<file path="config.mk">
export PLATFORM = sky130hd
export DESIGN_NAME = priority_ready_queue_scheduler_top
export DESIGN_NICKNAME = d
export VERILOG_FILES = /design/src/hw/rtl/prq_pkg.sv /design/src/hw/rtl/prq_queue_state.sv /design/src/hw/rtl/prq_head_select.sv /design/src/hw/rtl/priority_ready_queue_scheduler_top.sv
export VERILOG_INCLUDE_DIRS = /design/src /design/src/hw/rtl
export SDC_FILE = /design/constraint.sdc
export NUM_CORES = 1
export LEC_CHECK = 0
export ABC_AREA = 1
export BUFFER_PORTS_ARGS = -buffer_cell sky130_fd_sc_hd__buf_2
export CAP_MARGIN = 5
export CORE_MARGIN = 4
export CORE_UTILIZATION = 40
export CTS_CLUSTER_SIZE = 8
export DETAILED_ROUTE_END_ITERATION = 16
export MAX_ROUTING_LAYER = met4
export PLACE_DENSITY = 0.54
export SLEW_MARGIN = 15
export SYNTH_ARGS = -nofsm -noshare
export SYNTH_HDL_FRONTEND = slang
export SYNTH_HIERARCHICAL = 1
export SYNTH_SLANG_ARGS = --single-unit
</file>
<file path="constraint.sdc">
create_clock -name i_clk -period 6.84 [get_ports i_clk]
set_clock_uncertainty 0.05 [all_clocks]
set_input_delay 0.684 -clock i_clk [delete_from_list [all_inputs] [get_ports i_clk]]
set_output_delay 0.684 -clock i_clk [all_outputs]
set_load 0.1 [all_outputs]
</file>
<file path="src/hw/rtl/priority_ready_queue_scheduler_top_defines.svh">
// Assertion macros shared by the ready-queue scheduler RTL.
`ifndef PRIORITY_READY_QUEUE_SCHEDULER_TOP_DEFINES_SVH
`define PRIORITY_READY_QUEUE_SCHEDULER_TOP_DEFINES_SVH

`ifndef SYNTH
// Same-cycle implication, checked on i_clk outside reset.
`define PRQ_ASSERT_NOW(label, ante, cons) \
    label: assert property (@(posedge i_clk) disable iff (!i_rst_n) (ante) |-> (cons)) \
        else $error("prq assertion failed");
// Next-cycle implication, checked on i_clk outside reset.
`define PRQ_ASSERT_NEXT(label, ante, cons) \
    label: assert property (@(posedge i_clk) disable iff (!i_rst_n) (ante) |=> (cons)) \
        else $error("prq assertion failed");
`else
`define PRQ_ASSERT_NOW(label, ante, cons)
`define PRQ_ASSERT_NEXT(label, ante, cons)
`endif

`endif

</file>
<file path="src/hw/rtl/prq_pkg.sv">
// Types and constants of the ready-queue scheduler.
`default_nettype none
package prq_pkg;

    localparam int TID_W = 3;
    localparam int PRI_W = 4;

    typedef enum logic {
        OP_PUT  = 1'b0,
        OP_TAKE = 1'b1
    } t_op;

    typedef enum logic [1:0] {
        ST_DONE     = 2'd0,
        ST_NOCHANGE = 2'd1,
        ST_REFUSED  = 2'd2
    } t_status;

    typedef struct packed {
        t_op               operation;
        logic [TID_W-1:0]  thread_id;
        logic [PRI_W-1:0]  priority_req;
    } t_req;

    typedef struct packed {
        t_status           status;
        logic [TID_W-1:0]  next_thread;
        logic              next_valid;
    } t_res;

endpackage
`default_nettype wire

</file>
<file path="src/hw/rtl/prq_queue_state.sv">
// Per-level FIFO heads and tails, thread links and flags, with their update logic.
`default_nettype none
`include "priority_ready_queue_scheduler_top_defines.svh"
module prq_queue_state
    import prq_pkg::*;
#(
    parameter int THREADS = 8,
    parameter int LEVELS  = 16,
    localparam int TW = (THREADS > 1) ? $clog2(THREADS) : 1,
    localparam int LW = (LEVELS > 1) ? $clog2(LEVELS) : 1
) (
    input  wire logic           i_clk,
    input  wire logic           i_rst_n,
    input  wire logic           i_en,
    input  wire t_req           i_req,
    output t_status             o_status,
    output logic [LEVELS-1:0]   o_nonempty,
    output logic [TW-1:0]       o_head [LEVELS]
);

    logic [TW-1:0]      r_head [LEVELS];
    logic [TW-1:0]      r_tail [LEVELS];
    logic [LEVELS-1:0]  r_nonempty;
    logic [TW-1:0]      r_link [THREADS];
    logic [THREADS-1:0] r_has_link;
    logic [THREADS-1:0] r_ready;
    logic [LW-1:0]      r_level [THREADS];

    logic [TW-1:0]      n_head [LEVELS];
    logic [TW-1:0]      n_tail [LEVELS];
    logic [LEVELS-1:0]  n_nonempty;
    logic [TW-1:0]      n_link [THREADS];
    logic [THREADS-1:0] n_has_link;
    logic [THREADS-1:0] n_ready;
    logic [LW-1:0]      n_level [THREADS];

    logic               tid_ok;
    logic [TW-1:0]      t;
    logic [LW-1:0]      lvl_put;
    logic [LW-1:0]      lvl_take;
    logic [TW-1:0]      tl;
    t_status            status;

    assign tid_ok   = int'(i_req.thread_id) < THREADS;
    assign t        = TW'(i_req.thread_id);
    // Levels beyond the configured range saturate to the lowest priority.
    assign lvl_put  = (int'(i_req.priority_req) >= LEVELS) ? LW'(LEVELS - 1)
                                                           : LW'(i_req.priority_req);
    assign lvl_take = r_level[t];
    assign tl       = r_tail[lvl_put];

    always_comb begin
        n_head     = r_head;
        n_tail     = r_tail;
        n_nonempty = r_nonempty;
        n_link     = r_link;
        n_has_link = r_has_link;
        n_ready    = r_ready;
        n_level    = r_level;
        status     = ST_NOCHANGE;
        if (i_en && tid_ok) begin
            if (i_req.operation == OP_PUT) begin
                if (!r_ready[t]) begin
                    status = ST_DONE;
                    if (r_nonempty[lvl_put]) begin
                        n_link[tl]     = t;
                        n_has_link[tl] = 1'b1;
                    end else begin
                        n_head[lvl_put]     = t;
                        n_nonempty[lvl_put] = 1'b1;
                    end
                    n_tail[lvl_put] = t;
                    n_has_link[t]   = 1'b0;
                    n_ready[t]      = 1'b1;
                    n_level[t]      = lvl_put;
                end
            end else if (r_ready[t]) begin
                if (!r_nonempty[lvl_take] || (r_head[lvl_take] != t)) begin
                    status = ST_REFUSED;
                end else begin
                    status = ST_DONE;
                    if (r_has_link[t]) begin
                        n_head[lvl_take] = r_link[t];
                    end else begin
                        n_nonempty[lvl_take] = 1'b0;
                    end
                    n_has_link[t] = 1'b0;
                    n_ready[t]    = 1'b0;
                end
            end
        end
    end

    always_ff @(posedge i_clk) begin
        if (!i_rst_n) begin
            r_head     <= '{default: '0};
            r_tail     <= '{default: '0};
            r_nonempty <= '0;
            r_has_link <= '0;
            r_ready    <= '0;
        end else begin
            r_head     <= n_head;
            r_tail     <= n_tail;
            r_nonempty <= n_nonempty;
            r_has_link <= n_has_link;
            r_ready    <= n_ready;
        end
    end

    // Links and recorded levels are only read behind their flags.
    always_ff @(posedge i_clk) begin
        r_link  <= n_link;
        r_level <= n_level;
    end

    assign o_status   = status;
    assign o_nonempty = n_nonempty;
    assign o_head     = n_head;

    // A level holds a thread exactly when some thread is ready.
    `PRQ_ASSERT_NOW(a_ready_has_level, (|r_ready), (|r_nonempty))
    `PRQ_ASSERT_NOW(a_level_has_ready, (|r_nonempty), (|r_ready))

endmodule
`default_nettype wire

</file>
<file path="src/hw/rtl/prq_head_select.sv">
// Picks the head thread of the highest-priority non-empty level.
`default_nettype none
module prq_head_select
    import prq_pkg::*;
#(
    parameter int THREADS = 8,
    parameter int LEVELS  = 16,
    localparam int TW = (THREADS > 1) ? $clog2(THREADS) : 1
) (
    input  wire logic [LEVELS-1:0] i_nonempty,
    input  wire logic [TW-1:0]     i_head [LEVELS],
    output logic [TID_W-1:0]       o_next_thread,
    output logic                   o_next_valid
);

    logic [LEVELS-1:0] first;
    logic [TW-1:0]     sel;

    // Isolate the lowest set bit; level 0 is the highest priority.
    assign first = i_nonempty & ~(i_nonempty - LEVELS'(1));

    always_comb begin
        sel = '0;
        for (int i = 0; i < LEVELS; i++) begin
            sel = sel | (i_head[i] & {TW{first[i]}});
        end
    end

    assign o_next_thread = TID_W'(sel);
    assign o_next_valid  = |i_nonempty;

endmodule
`default_nettype wire

</file>
<file path="src/hw/rtl/priority_ready_queue_scheduler_top.sv">
// Top level of the multilevel priority FIFO ready-queue scheduler.
//
//   channel  | handshake                  | payload
//   ---------+----------------------------+------------------------------------------
//   request  | i_in_valid / o_in_ready    | i_operation, i_thread_id, i_priority_req
//   result   | o_out_valid / i_out_ready  | o_status, o_next_thread, o_next_valid
//
// Each request item passes the input register, then the result register, before
// its result item is presented. One item enters per cycle while the result side
// keeps taking; the path from the input register through the queue update and the
// head priority encoder to the result register is combinational.
// Reset (synchronous, active low) empties every level and clears all ready flags.
// A stalled result holds its register; the input register then fills and
// o_in_ready drops until the result is taken.
`default_nettype none
`include "priority_ready_queue_scheduler_top_defines.svh"
module priority_ready_queue_scheduler_top
    import prq_pkg::*;
#(
    parameter int THREADS = 8,
    parameter int LEVELS  = 16
) (
    input  wire logic             i_clk,
    input  wire logic             i_rst_n,
    input  wire logic             i_in_valid,
    output logic                  o_in_ready,
    input  wire logic             i_operation,
    input  wire logic [TID_W-1:0] i_thread_id,
    input  wire logic [PRI_W-1:0] i_priority_req,
    output logic                  o_out_valid,
    input  wire logic             i_out_ready,
    output logic [1:0]            o_status,
    output logic [TID_W-1:0]      o_next_thread,
    output logic                  o_next_valid
);

    localparam int TW = (THREADS > 1) ? $clog2(THREADS) : 1;

    // Input register: holds one accepted request item.
    logic  r_in_valid;
    t_req  r_req;
    // Result register: holds one finished result item.
    logic  r_out_valid;
    t_res  r_res;

    logic              advance;
    t_status           status;
    logic [LEVELS-1:0] nonempty;
    logic [TW-1:0]     head [LEVELS];
    logic [TID_W-1:0]  next_thread;
    logic              next_valid;
    t_res              n_res;

    // The held request moves on when the result register is free or draining.
    assign advance    = r_in_valid && (!r_out_valid || i_out_ready);
    assign o_in_ready = !r_in_valid || advance;

    always_ff @(posedge i_clk) begin
        if (!i_rst_n) begin
            r_in_valid <= 1'b0;
        end else if (o_in_ready) begin
            r_in_valid <= i_in_valid;
        end
    end

    always_ff @(posedge i_clk) begin
        if (o_in_ready && i_in_valid) begin
            r_req <= '{operation:    t_op'(i_operation),
                       thread_id:    i_thread_id,
                       priority_req: i_priority_req};
        end
    end

    // The queue state only changes when a request actually advances.
    prq_queue_state #(
        .THREADS (THREADS),
        .LEVELS  (LEVELS)
    ) u_state (
        .i_clk      (i_clk),
        .i_rst_n    (i_rst_n),
        .i_en       (advance),
        .i_req      (r_req),
        .o_status   (status),
        .o_nonempty (nonempty),
        .o_head     (head)
    );

    // The reported head reflects the queues after this request is applied.
    prq_head_select #(
        .THREADS (THREADS),
        .LEVELS  (LEVELS)
    ) u_select (
        .i_nonempty    (nonempty),
        .i_head        (head),
        .o_next_thread (next_thread),
        .o_next_valid  (next_valid)
    );

    assign n_res = '{status:      status,
                     next_thread: next_thread,
                     next_valid:  next_valid};

    always_ff @(posedge i_clk) begin
        if (!i_rst_n) begin
            r_out_valid <= 1'b0;
        end else if (advance) begin
            r_out_valid <= 1'b1;
        end else if (i_out_ready) begin
            r_out_valid <= 1'b0;
        end
    end

    always_ff @(posedge i_clk) begin
        if (advance) begin
            r_res <= n_res;
        end
    end

    assign o_out_valid   = r_out_valid;
    assign o_status      = r_res.status;
    assign o_next_thread = r_res.next_thread;
    assign o_next_valid  = r_res.next_valid;

    // Ready only drops when both registers are full and the result is stalled.
    `PRQ_ASSERT_NOW(a_ready_low_means_stall, (!o_in_ready), (r_in_valid && r_out_valid && !i_out_ready))
    // A request that advances always leaves a result behind.
    `PRQ_ASSERT_NEXT(a_advance_gives_result, advance, r_out_valid)
    // With no ready thread the reported head is zero.
    `PRQ_ASSERT_NOW(a_idle_head_zero, (r_out_valid && !r_res.next_valid), (r_res.next_thread == '0))

endmodule
`default_nettype wire

</file>
Word level (Yosys, flattened, before mapping)
Index checks and enable logic that the tools add are counted.
Widths: inputs -> output; s select.
{"block": "op_classes", "n_eq_ne": 4, "n_mux": 73, "reduce_logical": 21, "n_shift": 0, "n_div": 0, "addsub": 1, "n_bitwise": 48, "n_mul": 0, "order_cmp": 16}
{"op": "$mux 48", "count": 7}
{"op": "$bwmux 48", "count": 3}
{"op": "$mux 16", "count": 7}
{"op": "$mux 8", "count": 12}
{"op": "$and 3x3->3", "count": 16}
{"op": "$or 3x3->3", "count": 15}
{"op": "$and 16x16->16", "count": 2}
{"op": "$bwmux 32", "count": 1}
{"op": "$not 16->16", "count": 2}
{"op": "$mux 3", "count": 9}
{"op": "$and 8x8->8", "count": 3}
{"op": "$bmux 3 s4", "count": 2}
{"op": "$bwmux 24", "count": 1}
{"op": "$demux 3 s4", "count": 2}
{"op": "$or 16x16->16", "count": 1}
{"op": "$or 8x8->8", "count": 2}
{"op": "$reduce_or 16->1", "count": 1}
{"op": "$sub 16x1->16 const B", "count": 1}
{"op": "$bmux 4 s3", "count": 1}
{"op": "$demux 4 s3", "count": 1}
{"op": "$mux 4", "count": 3}
{"op": "$mux 1", "count": 11}
{"op": "$ge 5x5->1 const B", "count": 2}
{"op": "$logic_and 1x1->1", "count": 10}
{"op": "26 further kinds", "count": 48}
{"block": "word_totals", "output_inout_bits": 8, "rom_bits": 0, "latch_bits": 0, "n_memories": 0, "mem_bits_rw": 0, "reg_bits": 200, "elab_cells": 222}

Depth between registers and ports, before layout
{"block": "logic_depth", "depth_word": 34, "ltp_mapped": 33}

Modules after synthesis
Netlist, hierarchy kept.
{"module": "prq_queue_state", "n_inst": 1, "area_per_inst_um2": 10806.6, "seq_area_each_um2": 4244.1, "cells_each": 1668}
{"module": "prq_head_select", "n_inst": 1, "area_per_inst_um2": 747.0, "seq_area_each_um2": 0.0, "cells_each": 156}
{"module": "priority_ready_queue_scheduler_top", "n_inst": 1, "area_per_inst_um2": 515.5, "seq_area_each_um2": 460.4, "cells_each": 27}

Least setup slack after synthesis
OpenSTA, ideal clock, no wires.
{"block": "synth_timing", "kind": "register -> register", "startpoint": "register r_req[5] (netlist bit)", "endpoint": "register r_res (netlist bit o_next_thread[2]), data pin", "period_less_slack_ns": 3.562, "path_slack_ns": 3.278, "t_arrival_ns": 3.375, "setup_ns": 0.137, "t_required_ns": 6.653, "stages_incl_launch_ff": 29, "path_cell_list": "edfxtp_1 buf_4 nor2_4 nand3_2 nand2_1 nor2_2 buf_4 buf_2 o21ai_1 nand2_1 nand2_1 nand2_1 nand2_1 nor2_1 nand2_1 nand3_1 nor2_4 buf_6 nand2_2 buf_2 o21ai_1 inv_1 nor2_1 nand2_1 nor2_8 nand3_1 nand2_1 nor2_1 nand4_1"}
{"block": "synth_via", "word_cells_on_any_way": 79}
{"item": "start, declared", "line_no": "priority_ready_queue_scheduler_top.sv:41", "source": "t_req r_req;"}
{"item": "start signal, assigned", "line_no": "priority_ready_queue_scheduler_top.sv:68", "source": "r_req <= '{operation: t_op'(i_operation),"}
{"item": "$not 3->4 (not written as such)", "line_no": "prq_queue_state.sv:49", "source": "assign lvl_take = r_level[t];"}
{"item": "$bmux 4 s3", "line_no": "prq_queue_state.sv:49"}
{"item": "$mux 4 (not written as such) (2 in a row)", "line_no": "prq_queue_state.sv:49"}
{"item": "$lt 4x5->1 (not written as such) or $ge 4x1->1 (tied branches)", "line_no": "prq_queue_state.sv:85", "source": "n_nonempty[lvl_take] = 1'b0;"}
{"item": "$logic_and 1x1->1 (not written as such)", "line_no": "prq_queue_state.sv:85"}
{"item": "$mux 1 (not written as such)", "line_no": "prq_queue_state.sv:85"}
{"item": "$demux 1 s4"}
{"item": "$not 16->16 (no source line)"}
{"item": "(+6 left out)"}
{"item": "via nonempty[5]", "line_no": "priority_ready_queue_scheduler_top.sv:48", "source": "logic [LEVELS-1:0] nonempty;"}
{"item": "$sub 16x1->16", "line_no": "prq_head_select.sv:20", "source": "assign first = i_nonempty & ~(i_nonempty - LEVELS'(1));"}
{"item": "$not 16->16", "line_no": "prq_head_select.sv:20"}
{"item": "$and 16x16->16 *", "line_no": "prq_head_select.sv:20"}
{"item": "$and 3x3->3", "line_no": "prq_head_select.sv:25", "source": "sel = sel | (i_head[i] & {TW{first[i]}});"}
{"item": "$or 3x3->3 (10 in a row)", "line_no": "prq_head_select.sv:25"}
{"item": "$or 3x3->3 *", "line_no": "prq_head_select.sv:25"}
{"item": "via next_thread[2]", "line_no": "priority_ready_queue_scheduler_top.sv:50", "source": "logic [TID_W-1:0] next_thread;"}
{"item": "end signal, assigned", "line_no": "priority_ready_queue_scheduler_top.sv:115", "source": "r_res <= n_res;"}
{"item": "end, declared", "line_no": "priority_ready_queue_scheduler_top.sv:44", "source": "t_res r_res;"}
The timed path passes the listed nets; every way through them passes the cells marked *. The select of a mux whose other input is x is not followed.
A chain may end at the register's enable or synchronous reset.

Worst setup path after layout
{"block": "layout_timing", "startpoint": "register r_req[6] (netlist bit)", "endpoint": "register r_res (netlist bit o_next_thread[0]), data pin"}
{"block": "layout_via", "elab_chain_len": 34, "word_cells_on_any_way": 79}
{"item": "$not 3->4 (not written as such)", "line_no": "prq_queue_state.sv:49"}
{"item": "$bmux 4 s3", "line_no": "prq_queue_state.sv:49"}
{"item": "$mux 4 (not written as such) (2 in a row)", "line_no": "prq_queue_state.sv:49"}
{"item": "$lt 4x5->1 (not written as such) or $ge 4x1->1 (tied branches)", "line_no": "prq_queue_state.sv:85"}
{"item": "$logic_and 1x1->1 (not written as such)", "line_no": "prq_queue_state.sv:85"}
{"item": "$mux 1 (not written as such)", "line_no": "prq_queue_state.sv:85"}
{"item": "$demux 1 s4"}
{"item": "$not 16->16 (no source line)"}
{"item": "(+6 left out)"}
{"item": "via nonempty[0]", "line_no": "priority_ready_queue_scheduler_top.sv:48"}
{"item": "$sub 16x1->16", "line_no": "prq_head_select.sv:20"}
{"item": "$not 16->16", "line_no": "prq_head_select.sv:20"}
{"item": "$and 16x16->16 *", "line_no": "prq_head_select.sv:20"}
{"item": "$and 3x3->3", "line_no": "prq_head_select.sv:25"}
{"item": "$or 3x3->3 (14 in a row)", "line_no": "prq_head_select.sv:25"}
{"item": "$or 3x3->3 *", "line_no": "prq_head_select.sv:25"}
{"item": "via next_thread[0]", "line_no": "priority_ready_queue_scheduler_top.sv:50"}
Marks and branches as above.

==> results.json <==
{
  "clock.fmax_mhz": 192,
  "syn_nets": 1865,
  "p_clk_frac": 0.368,
  "fin_crit_sh": 0.760,
  "viasPerCell": 5.40,
  "clk_pin_slew_worst_paths_ps": 70,
  "finalNonFillerCells": 2221,
  "post_cts_buffers": 0,
  "grt_remaining_overflow": 0,
  "p_leak_uw": 0.00604,
  "slew_headroom": 0.227,
  "p_seq_frac": 0.461,
  "design_area_mm2": 0.0129,
  "die_x_um": 182,
  "diodes": 0,
  "n_fill_cell": 3163,
  "multi_input_area_mm2": 0.00592,
  "min_period_ps": 5200,
  "rr_worst_depth": 19,
  "timing.critical_path.mode_cell": "inv_1",
  "dp_hpwl_um": 27900,
  "grt_pass1_wl_um": 62400,
  "worstSkewPairLatency_ps": 460,
  "fp-row-count": 63,
  "num_vias": 11997,
  "synth_area_per_cell_um2": 6.52,
  "syn_area_mm2": 0.0121,
  "initial_core_util": 0.406,
  "core_mm2": 0.0297,
  "maxSlewViolCount": 0,
  "power_frac_comb": 0.172,
  "wl_per_cell_um": 17.9,
  "setup_tns_ps": 0,
  "maxCapViolations": 0,
  "tritoncts": "built",
  "rsz0062_at_grt": "false",
  "cts_root_buffer": "clkbuf_16",
  "syn_to_final_growth_pct": 7.12,
  "setup-violations-final": 0,
  "cp_max_fo": 23,
  "ys_seq_area_frac": 0.390,
  "cp-start-kind": "flop",
  "grt_max_degree": 67,
  "crit_type": "flop to flop",
  "die_height_um": 182,
  "hold_end": "r_req[4]$_DFFE_PP_",
  "die_area_mm2": 0.0330,
  "netSwitchingFraction": 0.323,
  "drc_errors": 0,
  "htreeDepth": 4,
  "antenna_left": 0,
  "clock-sinks": 200,
  "antenna_found_initial": 0,
  "hold_depth": 1,
  "rrSetupSlack_ps": 1640,
  "clock_path_buffers": 2,
  "min_path_type": "input pin to flop",
  "rr_endpoint": "o_next_thread[0]$_DFFE_PP_",
  "path_cells": "nand2_1 > nor2_1 > inv_1 > o22ai_1 > inv_1 > nand4_1 > buf_4 > inv_1 > nor3_1 > nand2_2 > o21ai_0 > inv_1 > nor2_2 > nand2_2 > nor2_4 > nand3_1 > nand4_1 > nor2_1 > nand2_1",
  "gp_congestion": 0.983,
  "synthCells": 1851,
  "crit_arrival_ps": 5480,
  "required_ps": 7120,
  "powerDensity_mw_per_mm2": 215,
  "total_power_uw": 2780,
  "hold_viol": 0,
  "worstMarginPinSlew_ps": 1150,
  "p_switching_uw": 900,
  "synth.distinct_cells": 38,
  "r2r_start": "r_req[6]$_DFFE_PP_",
  "status": "complete, no violations",
  "grt_usage": 0.246,
  "synth_seq_cells": 200,
  "numCtsBuffers": 17,
  "cts_hold_buf": 0,
  "ys_warn_count": 6,
  "drt_wl_total_um": 39900,
  "dpl_cell_area_mm2": 0.0124,
  "regArea_mm2": 0.00470,
  "drt_iter0_drc": 1255,
  "drive_gt1_frac": 0.0601,
  "drt_pass1_iterations": 5,
  "ir_drop_mv": 0.197,
  "slowest_delay_ps": 780,
  "portBuffers": 19,
  "post-place-cells": 2189,
  "slowest_stage": "edfxtp_1",
  "nNetsFinal": 1832,
  "boundaryPins": 20,
  "crit_path_end_kind": "flop",
  "cell_internal_pwr_uw": 1880,
  "cts.repair.resized": 0,
  "hold_start": "i_thread_id[0]",
  "grt_pass1_vias": 10931
}
[worst max-delay path by stage]
| stage | cells past startpoint | slack, ps | end | start |
|---|---|---|---|---|
| 2_1_floorplan | 28 | 3280 | o_next_thread[2]$_DFFE_PP_ | r_req[5]$_DFFE_PP_ |
| 3_3_place_gp | 27 | 1800 | o_next_thread[1]$_DFFE_PP_ | r_req[6]$_DFFE_PP_ |
| 3_5_place_dp | 27 | 1760 | o_next_thread[1]$_DFFE_PP_ | r_req[6]$_DFFE_PP_ |
| 4_1_cts | 27 | 1750 | o_next_thread[1]$_DFFE_PP_ | r_req[6]$_DFFE_PP_ |
| 5_1_grt | 23 | 1100 | o_next_thread[0]$_DFFE_PP_ | r_req[6]$_DFFE_PP_ |
| 6_report | 19 | 1640 | o_next_thread[0]$_DFFE_PP_ | r_req[6]$_DFFE_PP_ |
[state kept, by name, indices dropped and copies added, names as in the netlist, named ones only]
| name | cells |
|---|---|
| u_state/r_tail | 48 |
| u_state/r_head | 48 |
| o_out_valid | 1 |
| u_state/r_nonempty | 16 |
| o_next_valid | 1 |
| u_state/r_has_link | 8 |
| u_state/r_link | 24 |
| o_status | 2 |
| o_next_thread | 3 |
| r_in_valid | 1 |
| r_req | 8 |
| u_state/r_level | 32 |
[layout make-up]
type	instances	share of cell area
clock buffers	18	0.0348
clock inverters	14	0.00977
inverters	269	0.0781
multi-input cells	1293	0.458
flip-flops and latches	200	0.364
well taps	390	0.0377
repair buffers	37	0.0178
[cells by family (layout without fill, tap and decap cells)]
kind of cell	count (synthesis)	count (layout)	synth area share
fa+ha+maj	2	2	0.00207
buf+inv	358	338	0.120
simple gates	956	956	0.340
compound gates	335	335	0.148
flops	200	200	0.390
[per-layer routing]
metal  global-route usage  vias up  wire [um]
met1                0.344     5551      18700
met5                    -        -          0
li1                     -     5943          -
met4               0.0639        0        778
met2                0.374      449      17800
met3               0.0375       54       2530
[cell usage in the layout, fill, tap and decap left out, drive strengths merged]
cell type and count:
ha 2, clkinv 5, dfxtp 130, o22ai 33, and3 1, clkbuf 18, and2 2, nand2 534
nor2 206, a22o 2, o211ai 3, buf 37, or2 1, a22oi 3, a221oi 6, nand4 77
nand3 119, nor3 15, o21ai 170, o21bai 6, inv 277, a21oi 112, nor3b 1, edfxtp 70
clkinvlp 1
[synthesized netlist by cell type, drive strengths merged]
master / instances / share of area
a21oi: 112 / 0.047
a221oi: 6 / 0.0044
a22o: 2 / 0.0015
a22oi: 3 / 0.0019
and2: 2 / 0.0010
and3: 1 / 0.00052
buf: 33 / 0.019
clkbuf: 56 / 0.017
clkinv: 1 / 0.00031
dfxtp: 130 / 0.22
edfxtp: 70 / 0.17
ha: 2 / 0.0021
inv: 268 / 0.083
nand2: 534 / 0.17
nand3: 119 / 0.051
nand4: 77 / 0.040
nor2: 206 / 0.072
nor3: 15 / 0.0066
nor3b: 1 / 0.00062
o211ai: 3 / 0.0019
o21ai: 170 / 0.071
o21bai: 6 / 0.0037
o22ai: 33 / 0.017
or2: 1 / 0.00052
[power by group through the flow]
stage	Sequential (uW)	Combinational, uW	Clock, uW
finish	1280	478	1020
global route	1290	532	1100
CTS	1280	471	1050
detailed placement	1310	469	0
global placement	1310	468	0
floorplan	1320	335	0
[through the flow]
step | hold slack [ps] | setup slack [ps] | utilization
after floorplan | 375 | 3280 | -
after global placement | 384 | 1800 | 0.416
after detailed placement | 390 | 1760 | 0.416
after CTS | 334 | 1750 | 0.435
after global routing | 334 | 1100 | 0.435
final | 352 | 1640 | 0.435
[critical path: cells and delay by family (launching register included)]
family / cells / cell delay, ps
flops: 1 / 780
buf+inv: 5 / 830
simple gates: 12 / 2940
compound gates: 2 / 460
Power figures use the tool's default switching activity.
